### config.mk
export PLATFORM = sky130hd
export DESIGN_NAME = string_escape_quote_encoder
export DESIGN_NICKNAME = d
export VERILOG_FILES = /design/src/rtl/core/sqe_pkg.sv /design/src/rtl/core/sqe_front.sv /design/src/rtl/core/sqe_fifo.sv /design/src/rtl/core/sqe_back.sv /design/src/rtl/core/string_escape_quote_encoder.sv
export VERILOG_INCLUDE_DIRS = /design/src /design/src/rtl/core
export SDC_FILE = /design/constraint.sdc
export NUM_CORES = 1
export LEC_CHECK = 0
export ABC_CLOCK_PERIOD_IN_PS = 3100
export BUFFER_PORTS_ARGS = -buffer_cell sky130_fd_sc_hd__buf_4
export CAP_MARGIN = 20
export CORE_ASPECT_RATIO = 0.8
export CORE_UTILIZATION = 55
export DETAILED_ROUTE_END_ITERATION = 10
export PLACE_DENSITY_LB_ADDON = 0.2
export RECOVER_POWER = 25
export SYNTH_ARGS = -nofsm -noshare
export SYNTH_HDL_FRONTEND = slang
export SYNTH_SLANG_ARGS = --single-unit
### constraint.sdc
create_clock -name clk -period 3.1 [get_ports clk]
set_clock_uncertainty 0.1 [all_clocks]
set_input_delay 0.31 -clock clk [delete_from_list [all_inputs] [get_ports clk]]
set_output_delay 0.31 -clock clk [all_outputs]
set_load 0.05 [all_outputs]
### src/rtl/core/assert_macros.svh
// Assertion macros shared by the escaper RTL files.
`ifndef ASSERT_MACROS_SVH
`define ASSERT_MACROS_SVH
`ifndef SYNTHESIS
// Same-cycle implication, disabled while reset is asserted.
`define ASSERT_IMPLY(label, clk, rst_n, ante, cons) \
    label: assert property (@(posedge clk) disable iff (!rst_n) (ante) |-> (cons)) \
        else $error("assertion failed: implication");
// Next-cycle implication, disabled while reset is asserted.
`define ASSERT_NEXT(label, clk, rst_n, ante, cons) \
    label: assert property (@(posedge clk) disable iff (!rst_n) (ante) |=> (cons)) \
        else $error("assertion failed: next-cycle implication");
`else
`define ASSERT_IMPLY(label, clk, rst_n, ante, cons)
`define ASSERT_NEXT(label, clk, rst_n, ante, cons)
`endif
`endif

### src/rtl/core/sqe_pkg.sv
// Package with the character constants, descriptor type and helpers of the escaper.
`default_nettype none
package sqe_pkg;

    localparam int MAX_CHARS  = 6;
    localparam int CNT_W      = $clog2(MAX_CHARS + 1);
    localparam int IDX_W      = $clog2(MAX_CHARS);
    localparam int FIFO_DEPTH = 2;
    localparam int PTR_W      = $clog2(FIFO_DEPTH);
    localparam int FILL_W     = $clog2(FIFO_DEPTH + 1);

    localparam logic [7:0] CH_QUOTE     = 8'h22;
    localparam logic [7:0] CH_BACKSLASH = 8'h5C;
    localparam logic [7:0] CH_NEWLINE   = 8'h0A;
    localparam logic [7:0] CH_RETURN    = 8'h0D;
    localparam logic [7:0] CH_TAB       = 8'h09;
    localparam logic [7:0] CH_LOWER_N   = 8'h6E;
    localparam logic [7:0] CH_LOWER_R   = 8'h72;
    localparam logic [7:0] CH_LOWER_T   = 8'h74;
    localparam logic [7:0] CH_LOWER_X   = 8'h78;
    localparam logic [7:0] CH_PRINT_LO  = 8'h20;
    localparam logic [7:0] CH_PRINT_HI  = 8'h7E;

    // One queued transaction: the characters it emits, in order, and how many.
    typedef struct packed {
        logic [MAX_CHARS-1:0][7:0] chars;
        logic [CNT_W-1:0]          char_count;
        logic                      closes;
    } sqe_desc_t;

    // Lower-case hex digit for one nibble.
    function automatic logic [7:0] hex_digit(input logic [3:0] nib);
        logic [7:0] res;
        if (nib < 4'd10) begin
            res = 8'h30 + {4'd0, nib};
        end
        else begin
            res = 8'h57 + {4'd0, nib};
        end
        return res;
    endfunction

endpackage
`default_nettype wire

### src/rtl/core/sqe_front.sv
// Front end: classifies one input byte into the character sequence it produces.
`default_nettype none
module sqe_front
    import sqe_pkg::*;
(
    input  wire logic [7:0] data_byte,
    input  wire logic       starts_string,
    input  wire logic       ends_string,
    input  wire logic       empty_string,
    output sqe_desc_t       desc
);

    logic [3:0][7:0]  body;
    logic [CNT_W-1:0] body_len;
    logic [IDX_W-1:0] close_idx;

    // Escape sequence of the byte itself, one to four characters.
    always_comb
    begin
        body     = '0;
        body_len = CNT_W'(1);
        if (data_byte == CH_BACKSLASH) begin
            body[0]  = CH_BACKSLASH;
            body[1]  = CH_BACKSLASH;
            body_len = CNT_W'(2);
        end
        else if (data_byte == CH_QUOTE) begin
            body[0]  = CH_BACKSLASH;
            body[1]  = CH_QUOTE;
            body_len = CNT_W'(2);
        end
        else if (data_byte == CH_NEWLINE) begin
            body[0]  = CH_BACKSLASH;
            body[1]  = CH_LOWER_N;
            body_len = CNT_W'(2);
        end
        else if (data_byte == CH_RETURN) begin
            body[0]  = CH_BACKSLASH;
            body[1]  = CH_LOWER_R;
            body_len = CNT_W'(2);
        end
        else if (data_byte == CH_TAB) begin
            body[0]  = CH_BACKSLASH;
            body[1]  = CH_LOWER_T;
            body_len = CNT_W'(2);
        end
        else if (data_byte < CH_PRINT_LO || data_byte > CH_PRINT_HI) begin
            body[0]  = CH_BACKSLASH;
            body[1]  = CH_LOWER_X;
            body[2]  = hex_digit(data_byte[7:4]);
            body[3]  = hex_digit(data_byte[3:0]);
            body_len = CNT_W'(4);
        end
        else begin
            body[0] = data_byte;
        end
    end

    // Framing: opening quote in front, closing quote after the body.
    always_comb
    begin
        desc      = '0;
        close_idx = IDX_W'({2'd0, starts_string} + body_len);
        if (empty_string) begin
            desc.chars[0]   = CH_QUOTE;
            desc.chars[1]   = CH_QUOTE;
            desc.char_count = CNT_W'(2);
            desc.closes     = 1'b1;
        end
        else begin
            if (starts_string) begin
                desc.chars[0] = CH_QUOTE;
                desc.chars[1] = body[0];
                desc.chars[2] = body[1];
                desc.chars[3] = body[2];
                desc.chars[4] = body[3];
            end
            else begin
                desc.chars[0] = body[0];
                desc.chars[1] = body[1];
                desc.chars[2] = body[2];
                desc.chars[3] = body[3];
            end
            if (ends_string) begin
                desc.chars[close_idx] = CH_QUOTE;
            end
            desc.char_count = CNT_W'({2'd0, starts_string} + body_len + {2'd0, ends_string});
            desc.closes     = ends_string;
        end
    end

endmodule
`default_nettype wire

### src/rtl/core/sqe_fifo.sv
// Two-entry queue of character descriptors between the front and back ends.
`default_nettype none
`include "assert_macros.svh"
module sqe_fifo
    import sqe_pkg::*;
(
    input  wire logic      clk,
    input  wire logic      rst_n,
    input  wire logic      push,
    input  wire sqe_desc_t push_desc,
    input  wire logic      pop,
    output logic           full,
    output logic           empty,
    output sqe_desc_t      head
);

    sqe_desc_t         mem_reg [FIFO_DEPTH];
    logic [PTR_W-1:0]  wr_ptr_reg, wr_ptr_next;
    logic [PTR_W-1:0]  rd_ptr_reg, rd_ptr_next;
    logic [FILL_W-1:0] fill_reg, fill_next;

    assign full  = (fill_reg == FILL_W'(FIFO_DEPTH));
    assign empty = (fill_reg == '0);
    assign head  = mem_reg[rd_ptr_reg];

    // Pointer and fill count update.
    always_comb
    begin
        wr_ptr_next = push ? wr_ptr_reg + PTR_W'(1) : wr_ptr_reg;
        rd_ptr_next = pop ? rd_ptr_reg + PTR_W'(1) : rd_ptr_reg;
        fill_next   = fill_reg + FILL_W'(push) - FILL_W'(pop);
    end

    always_ff @(posedge clk or negedge rst_n)
    begin
        if (!rst_n)
        begin
            wr_ptr_reg <= '0;
            rd_ptr_reg <= '0;
            fill_reg   <= '0;
        end
        else
        begin
            wr_ptr_reg <= wr_ptr_next;
            rd_ptr_reg <= rd_ptr_next;
            fill_reg   <= fill_next;
        end
    end

    // Storage array, written at the write pointer.
    always_ff @(posedge clk)
    begin
        if (push)
        begin
            mem_reg[wr_ptr_reg] <= push_desc;
        end
    end

    `ASSERT_IMPLY(a_no_push_full, clk, rst_n, push, !full)
    `ASSERT_IMPLY(a_no_pop_empty, clk, rst_n, pop, !empty)
    `ASSERT_NEXT(a_fill_grows, clk, rst_n, push && !pop, fill_reg == $past(fill_reg) + FILL_W'(1))

endmodule
`default_nettype wire

### src/rtl/core/sqe_back.sv
// Back end: sequences the queued characters onto the result port, one per cycle.
`default_nettype none
`include "assert_macros.svh"
module sqe_back
    import sqe_pkg::*;
(
    input  wire logic       clk,
    input  wire logic       rst_n,
    input  wire logic       empty,
    input  wire sqe_desc_t  head,
    output logic            pop,
    output logic            valid,
    output logic [7:0]      out_char,
    output logic            run_last,
    output logic            string_done
);

    logic [IDX_W-1:0] idx_reg, idx_next;
    logic             valid_reg, valid_next;
    logic [7:0]       char_reg, char_next;
    logic             last_reg, last_next;
    logic             done_reg, done_next;
    logic             at_last;

    // Walk through the head descriptor; pop it with its final character.
    always_comb
    begin
        at_last    = (idx_reg == IDX_W'(head.char_count - CNT_W'(1)));
        pop        = !empty && at_last;
        valid_next = !empty;
        char_next  = head.chars[idx_reg];
        last_next  = at_last;
        done_next  = at_last && head.closes;
        if (empty)
        begin
            idx_next = idx_reg;
        end
        else if (at_last)
        begin
            idx_next = '0;
        end
        else
        begin
            idx_next = idx_reg + IDX_W'(1);
        end
    end

    always_ff @(posedge clk or negedge rst_n)
    begin
        if (!rst_n)
        begin
            idx_reg   <= '0;
            valid_reg <= 1'b0;
        end
        else
        begin
            idx_reg   <= idx_next;
            valid_reg <= valid_next;
        end
    end

    // Result payload registers.
    always_ff @(posedge clk)
    begin
        char_reg <= char_next;
        last_reg <= last_next;
        done_reg <= done_next;
    end

    assign valid       = valid_reg;
    assign out_char    = char_reg;
    assign run_last    = valid_reg && last_reg;
    assign string_done = valid_reg && done_reg;

    `ASSERT_IMPLY(a_done_is_last, clk, rst_n, string_done, run_last && out_char == CH_QUOTE)
    `ASSERT_NEXT(a_run_continues, clk, rst_n, valid && !run_last, valid)
    `ASSERT_IMPLY(a_idx_idle, clk, rst_n, empty, idx_reg == '0)

endmodule
`default_nettype wire

### src/rtl/core/string_escape_quote_encoder.sv
// Top level of the quoted string escaper.
//
// Usage: one raw string byte is offered per transaction on data_byte with
// starts_string, ends_string and empty_string; it is taken at a rising edge
// where start is high and busy is low. The block emits the quoted, escaped
// text one character per cycle on out_char, marked by valid; run_last flags
// the final character of each transaction and string_done the closing quote.
// A front end classifies each byte into its character sequence (one to six
// characters), a two-entry queue holds these, and a back-end sequencer
// drives one character per cycle through registered outputs.
// An accepted byte is written into the queue storage, and its first character
// then leaves through the back end's output registers. Throughput: one output
// character per cycle; a transaction yields 1 to 6 characters (plain bytes 1,
// escapes 2 or 4, plus one per quote); the single-character output port sets this.
// busy is high while the queue holds two transactions.
// Reset clears the queue and the sequencer; no output strobes until input.
// The receiver cannot stall: every strobed character is taken at once.
`default_nettype none
module string_escape_quote_encoder
    import sqe_pkg::*;
(
    input  wire logic       clk,
    input  wire logic       rst_n,
    input  wire logic       start,
    output logic            busy,
    input  wire logic [7:0] data_byte,
    input  wire logic       starts_string,
    input  wire logic       ends_string,
    input  wire logic       empty_string,
    output logic            valid,
    output logic [7:0]      out_char,
    output logic            run_last,
    output logic            string_done
);

    sqe_desc_t front_desc;
    sqe_desc_t head_desc;
    logic      push;
    logic      pop;
    logic      full;
    logic      empty;

    assign busy = full;
    assign push = start && !full;

    sqe_front u_front (
        .data_byte     (data_byte),
        .starts_string (starts_string),
        .ends_string   (ends_string),
        .empty_string  (empty_string),
        .desc          (front_desc)
    );

    sqe_fifo u_fifo (
        .clk       (clk),
        .rst_n     (rst_n),
        .push      (push),
        .push_desc (front_desc),
        .pop       (pop),
        .full      (full),
        .empty     (empty),
        .head      (head_desc)
    );

    sqe_back u_back (
        .clk         (clk),
        .rst_n       (rst_n),
        .empty       (empty),
        .head        (head_desc),
        .pop         (pop),
        .valid       (valid),
        .out_char    (out_char),
        .run_last    (run_last),
        .string_done (string_done)
    );

endmodule
`default_nettype wire

==> flow_metrics.env, run 1 <==
export IMPL_power_frac_seq=0.416
export IMPL_hpwl_um=7133
export IMPL_synthTopCellsByCount="84 x edfxtp_1, 27 x nor2_1, 25 x nand2_1"
export IMPL_synth_edff_count=84
export IMPL_critPathBufInv=3
export IMPL_routed_wl_um=10530
export IMPL_yosysTopAreaCell="edfxtp_1"
export IMPL_core_area_mm2=0.008633
export IMPL_slowest_stage="or4b_1"
export IMPL_num_antenna_cells=0
export IMPL_dpl_instance_area_mm2=0.005482
export IMPL_postSynth_asyncResetShare=0.07843
export IMPL_antenna_found_initial=0
export IMPL_hold_class="input port to register"
export IMPL_p_leak_uw=0.002165
export IMPL_insertion_delay_ps=340
export IMPL_finalSetupTns_ps=0
export IMPL_largest_reg_flops=84
export IMPL_layout_area_overhead_vs_synth_pct=15.23
export IMPL_root_buffer="clkbuf_16"
export IMPL_final_cell_count_no_fill=538
export IMPL_place_ws_ps=-176.2
export IMPL_critPathKind="input port to register"
export IMPL_die_w_um=108.4
export IMPL_crit_family="simple AND/OR/NAND/NOR gates"
export IMPL_worst_path_largest_cell_delay_ps=490
export IMPL_crit_fanout=6
export IMPL_synth_cell_types=58
export IMPL_layout_nets=451
export IMPL_drv_slew=0
export IMPL_drc=0
export IMPL_drt_pass1_iter_count=5
export IMPL_pin_count=26
export IMPL_max_clock_freq_mhz=348.5
export IMPL_setup_slack_ps=230.8
export IMPL_clkPwrFrac=0.231
export IMPL_vias=3280
export IMPL_core_rowCount=30
export IMPL_synth_area_mm2=0.004980
export IMPL_gp_congestion=0.9273
export IMPL_yosys_warnings=0
export IMPL_wl_per_cell_um=19.57
export IMPL_grt_pass1_vias=3111
export IMPL_numCtsBuffers=9
export IMPL_syn_area_per_cell_um2=13.31
export IMPL_cp_start_kind="input port"
export IMPL_status="completed"
export IMPL_synth_seq_cells=102
export IMPL_synth_area_top_cells="edfxtp_1 51%, mux4_2 6.8%, mux2i_1 4.4%, dfrtp_1 4.0%, dfxtp_1 4.0%"
export IMPL_vdd_ir_drop_max_uv=600.9
export IMPL_cp_arrival_ps=2880
export IMPL_h_tree_depth=3
export IMPL_fill_cells=640
export IMPL_swShare=0.3486
export IMPL_path_cells="buf_4, inv_1, ha_1, or4b_1, a2bb2oi_2, nand3_2, inv_1, ha_1, ha_4, and4_1, or3_4, a211oi_1"
export IMPL_die_area_mm2=0.009441
export IMPL_min_period_ps=2869
export IMPL_rsz0062_at_grt="false"
export IMPL_maxCapViolations=0
export IMPL_grtUsageTotal=0.2419
export IMPL_initial_core_util=0.5768
export IMPL_die_y_um=87.11
export IMPL_timing_final_crit_share=0.9256
export IMPL_grt_ovfl_total=0
export IMPL_drive_above_1_share=0.2019
export IMPL_cts_tree="done"
export IMPL_yosysMostFrequentCell="edfxtp_1"
export IMPL_combPwrFrac=0.353
export IMPL_vias_per_cell=6.097
export IMPL_synth_main_ff_cell="edfxtp_1"
export IMPL_grt_max_degree=43
export IMPL_worstPathRequired_ps=3110
export IMPL_maxSlewHeadroom=0.2576
export IMPL_synth_top_area_frac=0.5065
export IMPL_drt_iter0_drc=264
export IMPL_clock_path_buffers=2
export IMPL_setup_viol=0
export IMPL_ys_seq_area_frac=0.5869
export IMPL_ant_nets=0
export IMPL_powerDensity_mw_per_mm2=852.8
export IMPL_tightest_slew_ps=1114
export IMPL_clk_pin_slew_ps=70
export IMPL_hold_viol=0
export IMPL_switching_power_uw=1706
export IMPL_dp_cells=521
export IMPL_synth_cells=374
export IMPL_io_buffers=25
export IMPL_internal_power_uw=3187
export IMPL_endpoint_kind="register"
export IMPL_design_area_mm2=0.005738
export IMPL_cts_sinks=102
export IMPL_grt_pass1_wl_um=16610
## repair_timing
item,4_1_cts,5_1_grt
setup endpoints to repair,0,2
hold endpoints to repair,8,0
resized for setup,0,1
setup buffers,0,0
hold buffers,1,0
## cell usage in the layout (no fill, tap or decap), drive strengths merged, types with 3 or more instances in the layout
cell type / count
a2111oi: 3
a211oi: 10
a21oi: 10
a221o: 3
a221oi: 5
a31oi: 3
and2: 6
buf: 40
clkbuf: 26
conb: 4
dfrtp: 8
dfxtp: 10
edfxtp: 84
ha: 16
inv: 18
mux2i: 22
mux4: 15
nand2: 25
nand2b: 3
nand3: 6
nor2: 28
nor2b: 4
nor3: 7
nor3b: 3
o21ai: 13
o22ai: 6
o2bb2ai: 3
or2: 3
or3: 5
xnor2: 9
## layout make-up
class                      count  area, um2  share of cell area
timing repair buffer          56      367.9             0.06411
sequential                   102       2923              0.5094
tap                          112      140.1             0.02442
clock buffer                  11      254.0             0.04427
multi-input combinational    237       1949              0.3397
inverter                      15      56.30            0.009812
clock inverter                 5      47.55            0.008286
## power by group through the flow
stage	registers, uW	logic [uW]	clock network, uW
global route	2070	1870	1190
finish	2040	1730	1130
CTS	2040	1800	1140
global placement	2050	1770	0
floorplan	2230	1130	0
detailed placement	2060	1790	0
## worst register-to-register path, stage by stage (launching register included)
cell and delay (ps):
dfrtp_1 450, mux2i_1 310, ha_1 200, xnor2_1 130, xnor2_1 130, nand3_1 190, nor2_1 250, ha_1 260
inv_1 60, ha_1 140, xnor2_1 130, xnor2_1 130
## through the flow
step / power (uW) / hold WS (ps) / utilization
5_1_grt: 5128 / 231.9 / 0.6646
3_5_place_dp: 3857 / 39.52 / 0.6349
2_1_floorplan: 3362 / -85.59 / -
4_1_cts: 4983 / 212.9 / 0.6710
3_3_place_gp: 3812 / 32.63 / 0.6349
6_report: 4893 / 228.2 / 0.6646
## cell families (layout without fill, tap and decap cells)
| family | Yosys count | count (layout) | synth area share |
|---|---|---|---|
| adder cells (fa/ha/maj) | 16 | 16 | 0.04020 |
| buffers and inverters | 38 | 87 | 0.03316 |
| AND/OR/NAND/NOR | 103 | 103 | 0.1096 |
| flip-flops | 102 | 102 | 0.5869 |
| XOR/XNOR | 12 | 12 | 0.02538 |
| multiplexers | 37 | 37 | 0.1121 |
| other | 1 | 4 | 0.0007530 |
| AO/OA/AOI/OAI | 65 | 65 | 0.09196 |
## per-layer routing
| metal | share of wire | up-vias | global-route usage |
|---|---|---|---|
| met5 | 0 | - | 0 |
| met4 | 0.018 | 0 | 0.08354 |
| met3 | 0.054 | 18 | 0.04039 |
| met2 | 0.45 | 111 | 0.3665 |
| met1 | 0.47 | 1636 | 0.3559 |
| li1 | - | 1515 | - |
## worst paths after layout
| path | startpoint | to | slack (ps) | depth (start not counted) |
|---|---|---|---|---|
| setup / recovery | data_byte[0] | u_fifo.mem_reg[1][30] | 230 | 12 |
| setup reg to reg | u_fifo.rd_ptr_reg | u_fifo.fill_reg[1] | 550 | 11 |
| hold / removal | ends_string | u_fifo.mem_reg[0][0] | 230 | 2 |
| min in group asynchronous | rst_n | u_fifo.fill_reg[1] | 320 | 2 |
| hold reg to reg | u_fifo.fill_reg[1] | u_fifo.fill_reg[1] | 410 | 1 |
| max in group asynchronous | rst_n | u_fifo.rd_ptr_reg | 2260 | 2 |
No activity file was read; power rests on OpenSTA's default activity.
==> run 2: changes to the inputs <==
Settings changed: ABC_AREA set to 1, RECOVER_POWER 25 to not set.
==> flow_metrics.env, run 2 <==
export IMPL_status="finished with violations"
export IMPL_violations="DRC"
export IMPL_switching_power_uw=1943
export IMPL_p_leak_uw=0.002578
export IMPL_yosys_warnings=0
export IMPL_min_period_ps=2654
export IMPL_synth_edff_count=84
export IMPL_crit_end="u_fifo.fill_reg[1]"
export IMPL_wl_per_cell_um=15.68
export IMPL_maxCapViolations=0
export IMPL_r2r_end="u_fifo.fill_reg[1]"
export IMPL_cp_startpoint="u_fifo.rd_ptr_reg"
export IMPL_synthTopCellsByCount="117 x nand2_1, 87 x nor2_1, 84 x edfxtp_1"
export IMPL_clock_path_buffers=2
export IMPL_die_y_um=89.18
export IMPL_drive_above_1_share=0.1472
export IMPL_core_rowCount=31
export IMPL_ys_seq_area_frac=0.5594
export IMPL_final_cell_mix="117 x nand2_1, 85 x nor2_1, 84 x edfxtp_1"
export IMPL_critPathKind="register to register"
export IMPL_multi_input_area_mm2=0.001992
export IMPL_ant_nets=0
export IMPL_routed_wl_um=11070
export IMPL_rsz0062_at_grt="false"
export IMPL_synth_seq_cells=102
export IMPL_cp_arrival_ps=2820
export IMPL_tightest_slew_ps=756.1
export IMPL_seq_area_mm2=0.002923
export IMPL_layout_nets=616
export IMPL_drc=8
export IMPL_drt_pass1_iter_count=8
export IMPL_numCtsBuffers=9
export IMPL_reg2reg_from="u_fifo.rd_ptr_reg"
export IMPL_cts_resized=0
export IMPL_antenna_found_initial=0
export IMPL_synth_area_mm2=0.005225
export IMPL_swShare=0.3865
export IMPL_final_common_cell="nand2_1"
export IMPL_largest_reg_flops=84
export IMPL_synth_area_top_cells="edfxtp_1 48%, nand2_1 8.4%, nor2_1 6.3%, o21ai_0 5.0%, inv_1 4.2%"
export IMPL_h_tree_depth=3
export IMPL_cts_sinks=102
export IMPL_syn_area_per_cell_um2=9.448
export IMPL_insertion_delay_ps=340
export IMPL_dpl_instance_area_mm2=0.005574
export IMPL_die_w_um=111.0
export IMPL_synth_main_ff_cell="edfxtp_1"
export IMPL_synth_top_area_frac=0.4828
export IMPL_io_buffers=25
export IMPL_clkPwrFrac=0.225
export IMPL_reg2reg_depth=13
export IMPL_max_clock_freq_mhz=376.8
export IMPL_hold_viol=0
export IMPL_cp_start_kind="register"
export IMPL_vdd_ir_drop_max_uv=428.2
export IMPL_postSynth_asyncResetShare=0.07843
export IMPL_cts_tree="done"
export IMPL_grt_pass1_vias=3597
export IMPL_maxSlewHeadroom=0.4940
export IMPL_worst_path_largest_cell_delay_ps=470
export IMPL_synth_cell_types=40
export IMPL_hpwl_um=7715
export IMPL_internal_power_uw=3084
export IMPL_yosysMostFrequentCell="nand2_1"
export IMPL_drv_slew=0
export IMPL_power_frac_seq=0.405
export IMPL_num_antenna_cells=0
export IMPL_die_area_mm2=0.009896
export IMPL_vias_per_cell=5.407
export IMPL_grt_pass1_wl_um=18450
export IMPL_grt_max_degree=44
export IMPL_core_area_mm2=0.009154
export IMPL_root_buffer="clkbuf_16"
export IMPL_endpoint_kind="register"
export IMPL_clk_pin_slew_ps=70
export IMPL_grt_ovfl_total=0
export IMPL_worstPathRequired_ps=3270
export IMPL_critPathBufInv=3
export IMPL_synth_cells=553
export IMPL_place_ws_ps=232.6
export IMPL_setup_viol=0
export IMPL_timing_final_crit_share=0.8561
export IMPL_layout_area_overhead_vs_synth_pct=12.91
export IMPL_drt_iter0_drc=443
export IMPL_powerDensity_mw_per_mm2=852.2
export IMPL_gp_congestion=0.9917
export IMPL_fill_cells=733
export IMPL_setup_slack_ps=446.2
export IMPL_finalSetupTns_ps=0
export IMPL_crit_family="adder cells"
export IMPL_vias=3817
export IMPL_initial_core_util=0.5708
export IMPL_slowest_stage="dfrtp_1"
export IMPL_yosysTopAreaCell="edfxtp_1"
export IMPL_combPwrFrac=0.369
export IMPL_pin_count=26
export IMPL_grtUsageTotal=0.2478
export IMPL_crit_fanout=5
export IMPL_design_area_mm2=0.005899
export IMPL_r2r_slack_ps=450
export IMPL_cp_depth=13
export IMPL_path_cells="mux2i_1, ha_1, xnor2_1, xor2_1, inv_1, nor2_1, nand2_1, inv_1, ha_1, inv_1, ha_1, xnor2_1, xor2_1"
export IMPL_hold_class="input port to async pin"
run 2: cell types whose count changed in the layout (fill, tap and decap cells not counted), moves of 15 or more:
| cell | delta |
|---|---|
| nor2_1 | +59 |
| mux4_2 | -15 |
| o21ai_0 | +39 |
| nand2_1 | +92 |
| clkbuf_1 | -15 |
| inv_1 | +44 |
| mux2i_1 | -20 |
run 2: cells by family (layout without fill, tap and decap cells):
kind of cell / after synthesis / after routing / share of synthesized area
AOI/OAI and AO/OA: 87 / 87 / 0.09124
xor gates and xnor gates: 9 / 9 / 0.01509
adders and majority gates: 16 / 16 / 0.03831
buffers and inverters: 85 / 120 / 0.06442
DFF: 102 / 102 / 0.5594
muxes: 2 / 2 / 0.003832
other: 1 / 4 / 0.0007177
and+or+nand+nor: 251 / 251 / 0.2270
run 2: routing by layer:
metal | routed length, um | vias to the layer above | share of wire | track usage
li1 | - | 1892 | - | -
met1 | 5247 | 1741 | 0.47 | 0.3477
met2 | 4887 | 171 | 0.44 | 0.3951
met3 | 827 | 13 | 0.075 | 0.04881
met4 | 111 | 0 | 0.010 | 0.07721
met5 | 0 | - | 0 | 0
run 2: repair_timing:
action | in CTS | in global routing
setup buffers | 0 | 0
hold buffers | 1 | 0
endpoints found under the hold margin | 8 | 0
run 2: metrics by stage:
stage | utilization | power [uW] | hold WS (ps) | cells
CTS | 0.6445 | 5056 | 214.5 | 706
finish | 0.6445 | 5028 | 224.5 | 706
floorplan | - | 3373 | -85.59 | 556
global route | 0.6445 | 5360 | 227.8 | 706
detailed placement | 0.6089 | 3914 | 36.75 | 689
global placement | 0.6089 | 3879 | 32.43 | 689
run 2: how the worst min path moves through the flow:
stage / slack [ps] / endpoint / start / cells past startpoint
6_report: 220 / u_back.idx_reg[0] / rst_n / 2
5_1_grt: 230 / u_back.idx_reg[0] / rst_n / 2
4_1_cts: 210 / u_back.idx_reg[0] / rst_n / 2
3_5_place_dp: 40 / u_fifo.rd_ptr_reg / rst_n / 1
3_3_place_gp: 30 / u_back.idx_reg[2] / rst_n / 1
2_1_floorplan: -90 / u_back.idx_reg[0] / rst_n / 0
run 2: area by class of cell:
class | instances | share of cell area
Sequential cell | 102 | 0.4954
Clock inverter | 6 | 0.01103
Timing Repair Buffer | 35 | 0.04496
Multi-Input combinational cell | 369 | 0.3376
Inverter | 69 | 0.04411
Clock buffer | 10 | 0.04242
Tap cell | 115 | 0.02439
run 2: power by group through the flow:
| stage | sequential (uW) | combinational, uW | clock, uW |
|---|---|---|---|
| finish | 2040 | 1860 | 1130 |
| global route | 2070 | 2080 | 1210 |
| CTS | 2040 | 1860 | 1160 |
| detailed placement | 2070 | 1850 | 0 |
| global placement | 2060 | 1820 | 0 |
| floorplan | 2230 | 1140 | 0 |
